## src/rigid_frame_accumulator_top_assert.svh

```systemverilog
// Assertion macros for the rigid frame accumulator top level.
// Included by rigid_frame_accumulator_top; expects clk and rst_n in scope.
`ifndef RIGID_FRAME_ACCUMULATOR_TOP_ASSERT_SVH
`define RIGID_FRAME_ACCUMULATOR_TOP_ASSERT_SVH

// same-cycle implication, held off while reset is active
`define RFA_ASSERT_IMPLY(lbl, ante, cons, msg) \
    lbl: assert property (@(posedge clk) disable iff (!rst_n) (ante) |-> (cons)) \
        else $error(msg);

// next-cycle implication, held off while reset is active
`define RFA_ASSERT_NEXT(lbl, ante, cons, msg) \
    lbl: assert property (@(posedge clk) disable iff (!rst_n) (ante) |=> (cons)) \
        else $error(msg);

`endif

```

## src/rfa_pkg.sv

```systemverilog
// Shared types, constants and helpers for the rigid frame accumulator.
// No dependencies; used by the top level, rfa_mulu and rfa_rootdiv.
`default_nettype none

package rfa_pkg;

    localparam int POS_W  = 32;
    localparam int QUAT_W = 32;
    localparam int QFRAC  = 30;

    localparam logic [63:0] NORM_FLOOR = 64'd11529;

    // negated terms of the quaternion product, bit index {part, term}
    localparam logic [15:0] QMUL_NEG_MASK = 16'h428E;

    typedef enum logic [1:0] {
        CMD_ACC  = 2'd0,
        CMD_UNDO = 2'd1,
        CMD_LOAD = 2'd2,
        CMD_NOP  = 2'd3
    } rfa_cmd_t;

    typedef enum logic [3:0] {
        ST_IDLE,
        ST_QMUL,
        ST_NSCALE,
        ST_NSQ,
        ST_NCHK,
        ST_NSQRT,
        ST_NDIVLD,
        ST_NDIV,
        ST_NSTORE,
        ST_RPROD,
        ST_RMAT,
        ST_RAPPLY,
        ST_DONE
    } rfa_state_t;

    typedef struct packed {
        logic        sqrt_start;
        logic        div_start;
        logic [63:0] operand;
        logic [31:0] divisor;
    } rfa_rd_req_t;

    typedef struct packed {
        logic        busy;
        logic        done;
        logic [31:0] result;
    } rfa_rd_rsp_t;

    // operand pair of each rotation-matrix product: {a, b} orientation indices
    function automatic logic [3:0] rot_pair(input logic [3:0] idx);
        logic [3:0] p;
        unique case (idx)
            4'd1:    p = {2'd1, 2'd1};
            4'd2:    p = {2'd2, 2'd2};
            4'd3:    p = {2'd3, 2'd3};
            4'd4:    p = {2'd1, 2'd2};
            4'd5:    p = {2'd0, 2'd3};
            4'd6:    p = {2'd1, 2'd3};
            4'd7:    p = {2'd0, 2'd2};
            4'd8:    p = {2'd2, 2'd3};
            4'd9:    p = {2'd0, 2'd1};
            default: p = {2'd0, 2'd0};
        endcase
        return p;
    endfunction

    // clamp to the signed 32-bit range
    function automatic logic signed [31:0] sat32(input logic signed [39:0] x);
        logic signed [31:0] y;
        if (x > 40'sd2147483647)
            y = 32'sh7FFF_FFFF;
        else if (x < -40'sd2147483648)
            y = 32'sh8000_0000;
        else
            y = x[31:0];
        return y;
    endfunction

endpackage

`default_nettype wire

```

## src/rfa_mulu.sv

```systemverilog
// Shared signed multiplier: registered 33x33 product plus Q.30 rounding.
// Depends on rfa_pkg.
`default_nettype none

module rfa_mulu
    import rfa_pkg::*;
(
    input  wire logic               clk,
    input  wire logic signed [32:0] a,
    input  wire logic signed [32:0] b,
    output logic signed [65:0]      prod,
    output logic signed [35:0]      rnd
);

    logic signed [65:0] prod_reg;
    logic signed [65:0] prod_next;
    logic signed [65:0] biased;

    assign prod_next = a * b;

    always_ff @(posedge clk)
    begin
        prod_reg <= prod_next;
    end

    // round half up, then floor shift by the fraction width
    assign biased = prod_reg + (66'sd1 <<< (QFRAC - 1));
    assign rnd    = biased[65:QFRAC];
    assign prod   = prod_reg;

endmodule

`default_nettype wire

```

## config.mk

```make
export PLATFORM = sky130hd
export DESIGN_NAME = rfa_mulu
export DESIGN_NICKNAME = d
export VERILOG_FILES = /design/src/rigid_frame_accumulator_top_assert.svh /design/src/rfa_pkg.sv /design/src/rfa_mulu.sv
export SDC_FILE = /design/constraint.sdc
export NUM_CORES = 2
export LEC_CHECK = 0
export ABC_CLOCK_PERIOD_IN_PS = 16600
export BUFFER_PORTS_ARGS = -buffer_cell sky130_fd_sc_hd__buf_4
export CAP_MARGIN = 20
export CORE_ASPECT_RATIO = 0.6
export CORE_MARGIN = 1
export CORE_UTILIZATION = 40
export DETAILED_ROUTE_END_ITERATION = 10
export GPL_TIMING_DRIVEN = 0
export PLACE_DENSITY_LB_ADDON = 0.2
export SYNTH_ARGS = -nofsm -noshare
export SYNTH_HDL_FRONTEND = slang
export SYNTH_SLANG_ARGS = --single-unit
```

## constraint.sdc

```tcl
create_clock -name clk -period 16.6 [get_ports clk]
set_input_delay 3.32 -clock clk [delete_from_list [all_inputs] [get_ports clk]]
set_output_delay 3.32 -clock clk [all_outputs]
set_load 0.01 [all_outputs]
```

==> flow_summary_export.csv <==
group,metric,value,unit
placed_design,dp_hpwl,154.4,mm
finish,largest_reg_flops,66,
cts,cts_resized,0,
detailed_routing,postRouteWirelength,176.7,mm
global_route,grt_overflow,0,
sta,whs,3.250,ns
synth,syn_nets,5755,
sta,setup_viol,0,
placed_design,place_inst,5844,
synth,yosys.area.top_type,"fa_1",
critical_path,cpMaxStageDelayCell,"fa_1",
placed_design,post-place-ws,2.871,ns
critical_path,cp.required,16.82,ns
status,status,"completed",
cts,post_cts_buffers,0,
die,ios,169,
detailed_routing,drtIter0Drc,4017,
die,die_w,413.5,um
finish,drive_gt1_frac,0.05255,
placed_design,place.gp.congestion,1.121,
global_route,grt_max_degree,27,
placed_design,portBuffers,168,
worst_hold_path,hp-class,"in -> reg",
synth,ys_seq_area_frac,0.03251,
finish,multi_input_area,34410,um^2
sta,rsz0062_at_grt,"false",
job,drv_cap,0,
finish,seq_area,1321,um^2
detailed_routing,wl_per_cell,30.06,um
finish,synthToLayoutAreaGrowth,9.008,%
critical_path,crit_path_start_kind,"primary input",
critical_path,timing.critical_path.mode_cell,"fa_1",
detailed_routing,drc_errors,0,
sta,worst_pin_slew,1.332,ns
cts,htree_levels,3,
cts,clockBufferDepth,2,
sta,worst_slack,3.014,ns
sta,max_freq,0.07361,GHz
sta,timing.final.crit_share,0.8184,
detailed_routing,first_pass_iters,6,
finish,layout_common_cells,"fa_1 (1144), inv_1 (1093), and2_1 (559)",
synth,synth-async-reset-ratio,0,
cts,postCtsHoldBufs,0,
cts,cts_tree,"built",
die,coreArea,100600,um^2
cts,cts_sinks,66,
cts,cts_root_buf,"clkbuf_16",
synth,yosys_register_bits,66,
global_route,grt_pass1_vias,30955,
critical_path,critPathCaptureType,"flop",
die,die-area,102900,um^2
sta,slew_viol_final,0,
detailed_routing,via_count,31287,
global_route,antenna_found_initial,32,
die,dieHeight,248.9,um
sta,min_period,13.59,ns
die,start_util,0.4042,
synth,ys.flop_type,"dfxtp_1",
critical_path,crit_type,"in -> reg",
synth,synth_area_leaders,"fa_1 (56%), inv_1 (10%), and2_1 (8.6%)",
finish,fillers,10104,
synth,synthCells,4325,
synth,syn_area,40640,um^2
finish,layout_commonest_cell,"fa_1",
sta,finalHoldViolCount,0,
synth,ys_types,68,
finish,fin_nets,5954,
finish,instances_no_fill,5877,
die,core.rowCount,90,
cts,clkTransAtPathRegs,0.07,ns
synth,syn_area_per_cell,9.397,um^2
synth,yosysTopAreaCellShare,0.5640,
critical_path,crit_start,"a[32]",
worst_hold_path,hold_path_depth,2,
cts,cts_made_buffers,9,
sta,slew_headroom,0.1123,
critical_path,cp.arrival,13.81,ns
detailed_routing,postRouteAntennaNets,0,
global_route,grt_pass1_wl,245.4,mm
critical_path,slowest_delay,1.23,ns
global_route,grt_use_total,0.3496,
synth,synth_edf_count,0,
sta,tns,0,ns
critical_path,crit_path_max_fanout,13,
synth,yosys_warnings,0,
worst_hold_path,hold_path.startpoint,"a[0]",
detailed_routing,via_per_inst,5.324,
## metrics by stage
stage | instance area, um^2 | util
global placement | 43570 | 0.4333
floorplan | 40640 | -
global route | 44280 | 0.4403
detailed placement | 43900 | 0.4366
finish | 44310 | 0.4406
CTS | 44230 | 0.4398
## worst max-delay path: cells and delay by family
family / cells / cell delay, ns
compound gates: 4 / 1.79
fa+ha+maj: 9 / 5.59
buf+inv: 7 / 1.84
simple gates: 5 / 1.21
## path summary, 6_finish.rpt
kind,end,slack (ns)
setup / recovery,prod[63]$_DFF_P_,3.01
hold / removal,prod[0]$_DFF_P_,3.25
## area by class of cell
type                            count  area share
Timing Repair Buffer              188     0.03677
Antenna cell                       14   0.0007907
Sequential cell                    66     0.02982
Buffer                            212     0.01836
Tap cell                         1334     0.03767
Clock buffer                        9    0.005083
Inverter                         1094     0.09269
Clock inverter                      7    0.002259
Multi-Input combinational cell   2953      0.7766
## cells in the mapped netlist, drive strengths merged, types with 16 or more instances
library cell / n
xnor2: 76
inv: 1093
and2: 560
dfxtp: 66
fa: 1145
and3: 16
a21oi: 67
o21ai: 31
clkbuf: 207
nor2: 62
a21o: 33
xor2: 34
nand2: 558
nand4: 18
ha: 218
nand3: 28
## cells by family (layout without fill, tap and decap cells)
| logic type | after synthesis | count (layout) | share of synthesized area |
|---|---|---|---|
| adder cells (fa/ha/maj) | 1363 | 1363 | 0.6311 |
| AND/OR/NAND/NOR | 1282 | 1282 | 0.1588 |
| other | 0 | 14 | 0 |
| buffers and inverters | 1306 | 1510 | 0.1210 |
| XOR/XNOR | 110 | 110 | 0.02370 |
| AO/OA/AOI/OAI | 198 | 198 | 0.03282 |
| flip-flops | 66 | 66 | 0.03251 |
## layer usage
| metal | track usage | routed length, um |
|---|---|---|
| met2 | 0.3841 | 57390 |
| met3 | 0.2524 | 36430 |
| met1 | 0.5285 | 79760 |
| met4 | 0.05409 | 2659 |
| met5 | 0.03029 | 443 |
Power is not shown: default switching activity piles up to over one toggle a cycle in this logic, so the estimate is an artifact.
