[src/rigid_frame_accumulator_top_assert.svh]
// Assertion macros for the rigid frame accumulator top level.
// Included by rigid_frame_accumulator_top; expects clk and rst_n in scope.
`ifndef RIGID_FRAME_ACCUMULATOR_TOP_ASSERT_SVH
`define RIGID_FRAME_ACCUMULATOR_TOP_ASSERT_SVH

// same-cycle implication, held off while reset is active
`define RFA_ASSERT_IMPLY(lbl, ante, cons, msg) \
    lbl: assert property (@(posedge clk) disable iff (!rst_n) (ante) |-> (cons)) \
        else $error(msg);

// next-cycle implication, held off while reset is active
`define RFA_ASSERT_NEXT(lbl, ante, cons, msg) \
    lbl: assert property (@(posedge clk) disable iff (!rst_n) (ante) |=> (cons)) \
        else $error(msg);

`endif

[src/rfa_pkg.sv]
// Shared types, constants and helpers for the rigid frame accumulator.
// No dependencies; used by the top level, rfa_mulu and rfa_rootdiv.
`default_nettype none

package rfa_pkg;

    localparam int POS_W  = 32;
    localparam int QUAT_W = 32;
    localparam int QFRAC  = 30;

    localparam logic [63:0] NORM_FLOOR = 64'd11529;

    // negated terms of the quaternion product, bit index {part, term}
    localparam logic [15:0] QMUL_NEG_MASK = 16'h428E;

    typedef enum logic [1:0] {
        CMD_ACC  = 2'd0,
        CMD_UNDO = 2'd1,
        CMD_LOAD = 2'd2,
        CMD_NOP  = 2'd3
    } rfa_cmd_t;

    typedef enum logic [3:0] {
        ST_IDLE,
        ST_QMUL,
        ST_NSCALE,
        ST_NSQ,
        ST_NCHK,
        ST_NSQRT,
        ST_NDIVLD,
        ST_NDIV,
        ST_NSTORE,
        ST_RPROD,
        ST_RMAT,
        ST_RAPPLY,
        ST_DONE
    } rfa_state_t;

    typedef struct packed {
        logic        sqrt_start;
        logic        div_start;
        logic [63:0] operand;
        logic [31:0] divisor;
    } rfa_rd_req_t;

    typedef struct packed {
        logic        busy;
        logic        done;
        logic [31:0] result;
    } rfa_rd_rsp_t;

    // operand pair of each rotation-matrix product: {a, b} orientation indices
    function automatic logic [3:0] rot_pair(input logic [3:0] idx);
        logic [3:0] p;
        unique case (idx)
            4'd1:    p = {2'd1, 2'd1};
            4'd2:    p = {2'd2, 2'd2};
            4'd3:    p = {2'd3, 2'd3};
            4'd4:    p = {2'd1, 2'd2};
            4'd5:    p = {2'd0, 2'd3};
            4'd6:    p = {2'd1, 2'd3};
            4'd7:    p = {2'd0, 2'd2};
            4'd8:    p = {2'd2, 2'd3};
            4'd9:    p = {2'd0, 2'd1};
            default: p = {2'd0, 2'd0};
        endcase
        return p;
    endfunction

    // clamp to the signed 32-bit range
    function automatic logic signed [31:0] sat32(input logic signed [39:0] x);
        logic signed [31:0] y;
        if (x > 40'sd2147483647)
            y = 32'sh7FFF_FFFF;
        else if (x < -40'sd2147483648)
            y = 32'sh8000_0000;
        else
            y = x[31:0];
        return y;
    endfunction

endpackage

`default_nettype wire

[src/rfa_rootdiv.sv]
// Iterative floor square root (64 -> 32 bits) and 62/32 restoring divide.
// One result bit per cycle in either mode. Depends on rfa_pkg.
`default_nettype none

module rfa_rootdiv
    import rfa_pkg::*;
(
    input  wire logic  clk,
    input  wire logic  rst_n,
    input  wire rfa_rd_req_t req,
    output rfa_rd_rsp_t rsp
);

    logic        busy_reg, busy_next;
    logic        done_reg, done_next;
    logic        sqrt_mode_reg;
    logic [5:0]  cnt_reg;
    logic [63:0] sh_reg;
    logic [35:0] rem_reg;
    logic [31:0] acc_reg;
    logic [31:0] div_reg;

    logic [35:0] rem2;
    logic [35:0] trial;
    logic        ge;

    always_comb
    begin
        if (sqrt_mode_reg)
        begin
            rem2  = {rem_reg[33:0], sh_reg[63:62]};
            trial = {2'b00, acc_reg, 2'b01};
        end
        else
        begin
            rem2  = {rem_reg[34:0], sh_reg[63]};
            trial = {4'b0000, div_reg};
        end
        ge = (rem2 >= trial);
    end

    always_comb
    begin
        busy_next = busy_reg;
        done_next = 1'b0;
        if (req.sqrt_start || req.div_start)
            busy_next = 1'b1;
        else if (busy_reg && cnt_reg == 6'd1)
        begin
            busy_next = 1'b0;
            done_next = 1'b1;
        end
    end

    always_ff @(posedge clk or negedge rst_n)
    begin
        if (!rst_n)
        begin
            busy_reg <= 1'b0;
            done_reg <= 1'b0;
            cnt_reg  <= '0;
        end
        else
        begin
            busy_reg <= busy_next;
            done_reg <= done_next;
            if (req.sqrt_start || req.div_start)
                cnt_reg <= 6'd32;
            else if (busy_reg)
                cnt_reg <= cnt_reg - 6'd1;
        end
    end

    always_ff @(posedge clk)
    begin
        if (req.sqrt_start)
        begin
            sqrt_mode_reg <= 1'b1;
            sh_reg        <= req.operand;
            rem_reg       <= '0;
            acc_reg       <= '0;
        end
        else if (req.div_start)
        begin
            sqrt_mode_reg <= 1'b0;
            sh_reg        <= {req.operand[31:0], 32'd0};
            rem_reg       <= {6'd0, req.operand[61:32]};
            acc_reg       <= '0;
            div_reg       <= req.divisor;
        end
        else if (busy_reg)
        begin
            rem_reg <= ge ? (rem2 - trial) : rem2;
            acc_reg <= {acc_reg[30:0], ge};
            sh_reg  <= sqrt_mode_reg ? {sh_reg[61:0], 2'b00} : {sh_reg[62:0], 1'b0};
        end
    end

    assign rsp.busy   = busy_reg;
    assign rsp.done   = done_reg;
    assign rsp.result = acc_reg;

endmodule

`default_nettype wire
[config.mk]
export PLATFORM = sky130hd
export DESIGN_NAME = rfa_rootdiv
export DESIGN_NICKNAME = d
export VERILOG_FILES = /design/src/rigid_frame_accumulator_top_assert.svh /design/src/rfa_pkg.sv /design/src/rfa_rootdiv.sv
export SDC_FILE = /design/constraint.sdc
export NUM_CORES = 1
export LEC_CHECK = 0
export ABC_AREA = 1
export BUFFER_PORTS_ARGS = -buffer_cell sky130_fd_sc_hd__buf_2
export CAP_MARGIN = 20
export CORE_MARGIN = 2
export CORE_UTILIZATION = 60
export CTS_CLUSTER_SIZE = 10
export DETAILED_ROUTE_END_ITERATION = 8
export HOLD_SLACK_MARGIN = 0.12
export PLACE_DENSITY = 0.81
export SKIP_CTS_REPAIR_TIMING = 1
export SLEW_MARGIN = 20
export SYNTH_ARGS = -nofsm -noshare
export SYNTH_HDL_FRONTEND = slang
export SYNTH_SLANG_ARGS = --single-unit
[constraint.sdc]
create_clock -name clk -period 5.1 [get_ports clk]
set_clock_uncertainty 0.05 [all_clocks]
set_input_delay 0.51 -clock clk [delete_from_list [all_inputs] [get_ports clk]]
set_output_delay 0.51 -clock clk [all_outputs]
set_load 0.02 [all_outputs]
==> results.md <==
* CP startpoint kind: flop
* Max cap viols at 0
* Maximum vdd drop at 0.000311 V
* Pleak at 5.83 nW
* Syn Nets at 1637
* Ant. Diodes at 0
* Syn_area_per_cell at 7.34 µm²
* Slew HR at 24.7%
* Row cnt at 49
* Worst setup EP type: flop
* Die width at 139 µm
* CTS clk-pin slew, worst paths at 0.07 ns
* Status: completed
* Final Hold Fails at 0
* Final setup viols at 0
* Core area at 18000 µm²
* Initial antenna violation count at 0
* Distinct cells, synth at 43
* Antenna Nets Post-Route at 0
* I/O Buffers at 133
* Die Height at 139 µm
* Setup_tns at 0 ns
* Delay-heaviest family, CP: simple AND/OR/NAND/NOR gates
* GRT Total Usage at 32.1%
* Reg2Reg Setup Slack at 1.40 ns
* RSZ-0062 raised after global routing: no
* R2R depth at 14
* DRC Markers at 0
* Clk buf depth at 2
* IO Pins at 134
* TritonCTS Buffers at 17
* Critical Path Max Stage Delay at 0.65 ns
* CP Depth at 14
* Least-Margin Pin Slew at 1.13 ns
* Combinational Power Share at 40.6%
* Die area at 19400 µm²
* RD Place Congestion at 0.973
* Hold Crit Class: in -> reg
* Peak Freq at 0.270 GHz
* Vias in the first global route at 9695
* Crit-path slowest cell: dfxtp_4
* Seq cells post-synth at 172
* Switching Power at 2.06 mW
* Post-route cell area at 12300 µm²
* Pre-antenna DRT Iters at 6
* Most frequent cells in the layout: nand2_1, inv_1, o21ai_0, buf_2, nor2_1
* Area grow syn2layout at 12.0%
* Worst Setup EP: rem_reg[21]
* Avg Vias per Cell at 5.76
* TritonCTS clock tree: done
* Routed wire length at 31400 µm
* Sink Count at 172
* Total gr overflow at 0
* Placed standard-cell area at 11700 µm²
* Sw Share at 40.5%
* Synth Cell Area at 11000 µm²
* Crit path max fanout at 50
* Clock root buffer: clkbuf_16
* Share of power burned in the clock network at 26.1%
* Sequential element share of the synthesized area at 40.4%
* FF-to-FF End: rem_reg[21]
* Worst Path Arrival at 3.99 ns
* Req. time, crit path at 5.38 ns
* Final HPWL DP at 22000 µm
* Slew Viols, Final at 0
* First-pass GRT wire length at 49900 µm
* Final Net Count at 1729
* Tcrit/Tclk final at 72.6%
* Critical R2R Launch: sqrt_mode_reg
* DRT iter0 DRCs at 1090
* CP Class: reg -> reg
* Internal Power at 3.03 mW
* Most common cell after layout, fill and taps aside: nand2_1
* Number of flip-flops in the largest register at 64
* Pwr Total at 5.09 mW
* Post-layout min period at 3.70 ns
* Wire per inst at 17.1 µm
* Layout cell share with drive strength beyond 1 at 14.0%
* Buf/Inv on CP at 2
* H-tree depth at 4
* Total vias in the final route at 10568
* Sequential Power Share at 33.3%
* Skew-Pair Late Insertion Delay at 0.44 ns
* Syn. warnings at 0
* Gate Count Post-Synth at 1500
* Largest net degree at the start of global routing at 83
* CP Launch Point: sqrt_mode_reg
* PD cells at 413 nW/µm²
* Ordered cell list for the critical path: inv_2 > or2_2 > o21ai_0 > inv_1 > fa_1 > nand3_1 > nand3_1 > nand4_1 > nand3_2 > nand2_4 > nand2_4 > o21a_1 > nand2_1 > nand2_1
* Starting Density at 61.3%
[cells by family after synthesis]
kind of cell / after synthesis / synth area share [%]
xor+xnor: 18 / 1.43
compound gates: 344 / 18.1
fa+ha+maj: 37 / 4.27
mux: 21 / 1.91
simple gates: 623 / 23.7
flops: 172 / 40.4
buf+inv: 285 / 10.2
[metal layers]
layer / up-vias / global-route usage, % / part of all wire (%)
li1: 5165 / - / -
met4: 0 / 12.9 / 3.5
met5: - / 0 / 0
met2: 475 / 52.3 / 47
met1: 4848 / 43.4 / 42
met3: 80 / 4.58 / 7.1
[worst min path at each step]
stage                     startpoint          end  slack [ns]  cells after the start
after CTS                      rst_n   cnt_reg[3]       -0.15                      1
after global placement         rst_n   cnt_reg[2]        0.31                      1
after global routing          req[7]   div_reg[7]        0.19                      1
after floorplan                rst_n     busy_reg        0.16                      0
final                        req[21]  div_reg[21]        0.20                      1
after detailed placement       rst_n   cnt_reg[3]        0.31                      1
[per-stage QoR]
step	utilization [%]	std cells	hold slack, ns	worst slack (ns)
floorplan	-	1500	0.164	1.62
global placement	65.3	1800	0.307	1.57
detailed placement	65.3	1800	0.307	1.51
CTS	68.5	1832	-0.150	1.48
global route	68.6	1834	0.187	1.09
finish	68.6	1834	0.195	1.40
[final cells by class]
| class | count | area (µm²) |
|---|---|---|
| tap | 229 | 287 |
| clock inverter | 12 | 138 |
| inverter | 213 | 800 |
| sequential | 172 | 4450 |
| fill | 1597 | 5640 |
| timing repair buffer | 145 | 771 |
| clock buffer | 20 | 437 |
| multi-input combinational | 1043 | 5450 |
[synth_stat cells]
cell type / n / area share [%]
o21a_1: 1 / 0.068
a21oi_1: 78 / 3.5
buf_1: 7 / 0.24
dfrtp_1: 8 / 1.8
nor2_4: 4 / 0.41
nand3_2: 3 / 0.27
o21bai_1: 18 / 1.2
nand4_1: 5 / 0.28
inv_2: 9 / 0.31
and2_1: 1 / 0.057
a22oi_1: 10 / 0.68
nor3_1: 6 / 0.27
inv_1: 203 / 6.9
nand2_2: 5 / 0.28
nor3_2: 1 / 0.091
a21oi_2: 5 / 0.40
nand3_1: 75 / 3.4
nand3b_1: 4 / 0.27
nand2_1: 385 / 13
buf_4: 7 / 0.48
a21boi_0: 1 / 0.068
buf_6: 2 / 0.20
nor2_2: 8 / 0.45
o21ai_1: 12 / 0.55
o22ai_1: 30 / 1.7
xnor2_1: 17 / 1.4
mux2i_1: 21 / 1.9
o211ai_1: 9 / 0.61
buf_2: 8 / 0.36
clkbuf_1: 48 / 1.6
o21ai_0: 148 / 6.7
edfxtp_1: 96 / 26
ha_1: 36 / 4.1
a21o_1: 2 / 0.14
nand2_4: 2 / 0.20
clkinv_1: 1 / 0.034
o221ai_1: 30 / 2.4
nor4_1: 3 / 0.17
dfxtp_1: 68 / 12
fa_1: 1 / 0.18
or2_2: 12 / 0.68
xor2_1: 1 / 0.080
nor2_1: 109 / 3.7
[power groups by stage]
stage / combinational, mW / sequential (mW) / clock (mW)
after floorplan: 1.54 / 1.70 / 0
after global placement: 1.98 / 1.72 / 0
after detailed placement: 2.00 / 1.72 / 0
after CTS: 2.02 / 1.69 / 1.33
after global routing: 2.29 / 1.71 / 1.37
final: 2.07 / 1.70 / 1.33
[worst register-to-register path: cells and delay by family, from the launching register on]
kind / cells / cell delay [ns]
AO/OA/AOI/OAI: 2 / 0.43
adder cells (fa/ha/maj): 1 / 0.52
flip-flops: 1 / 0.65
AND/OR/NAND/NOR: 9 / 1.59
buffers and inverters: 2 / 0.38
Power figures use the tool's default switching activity.
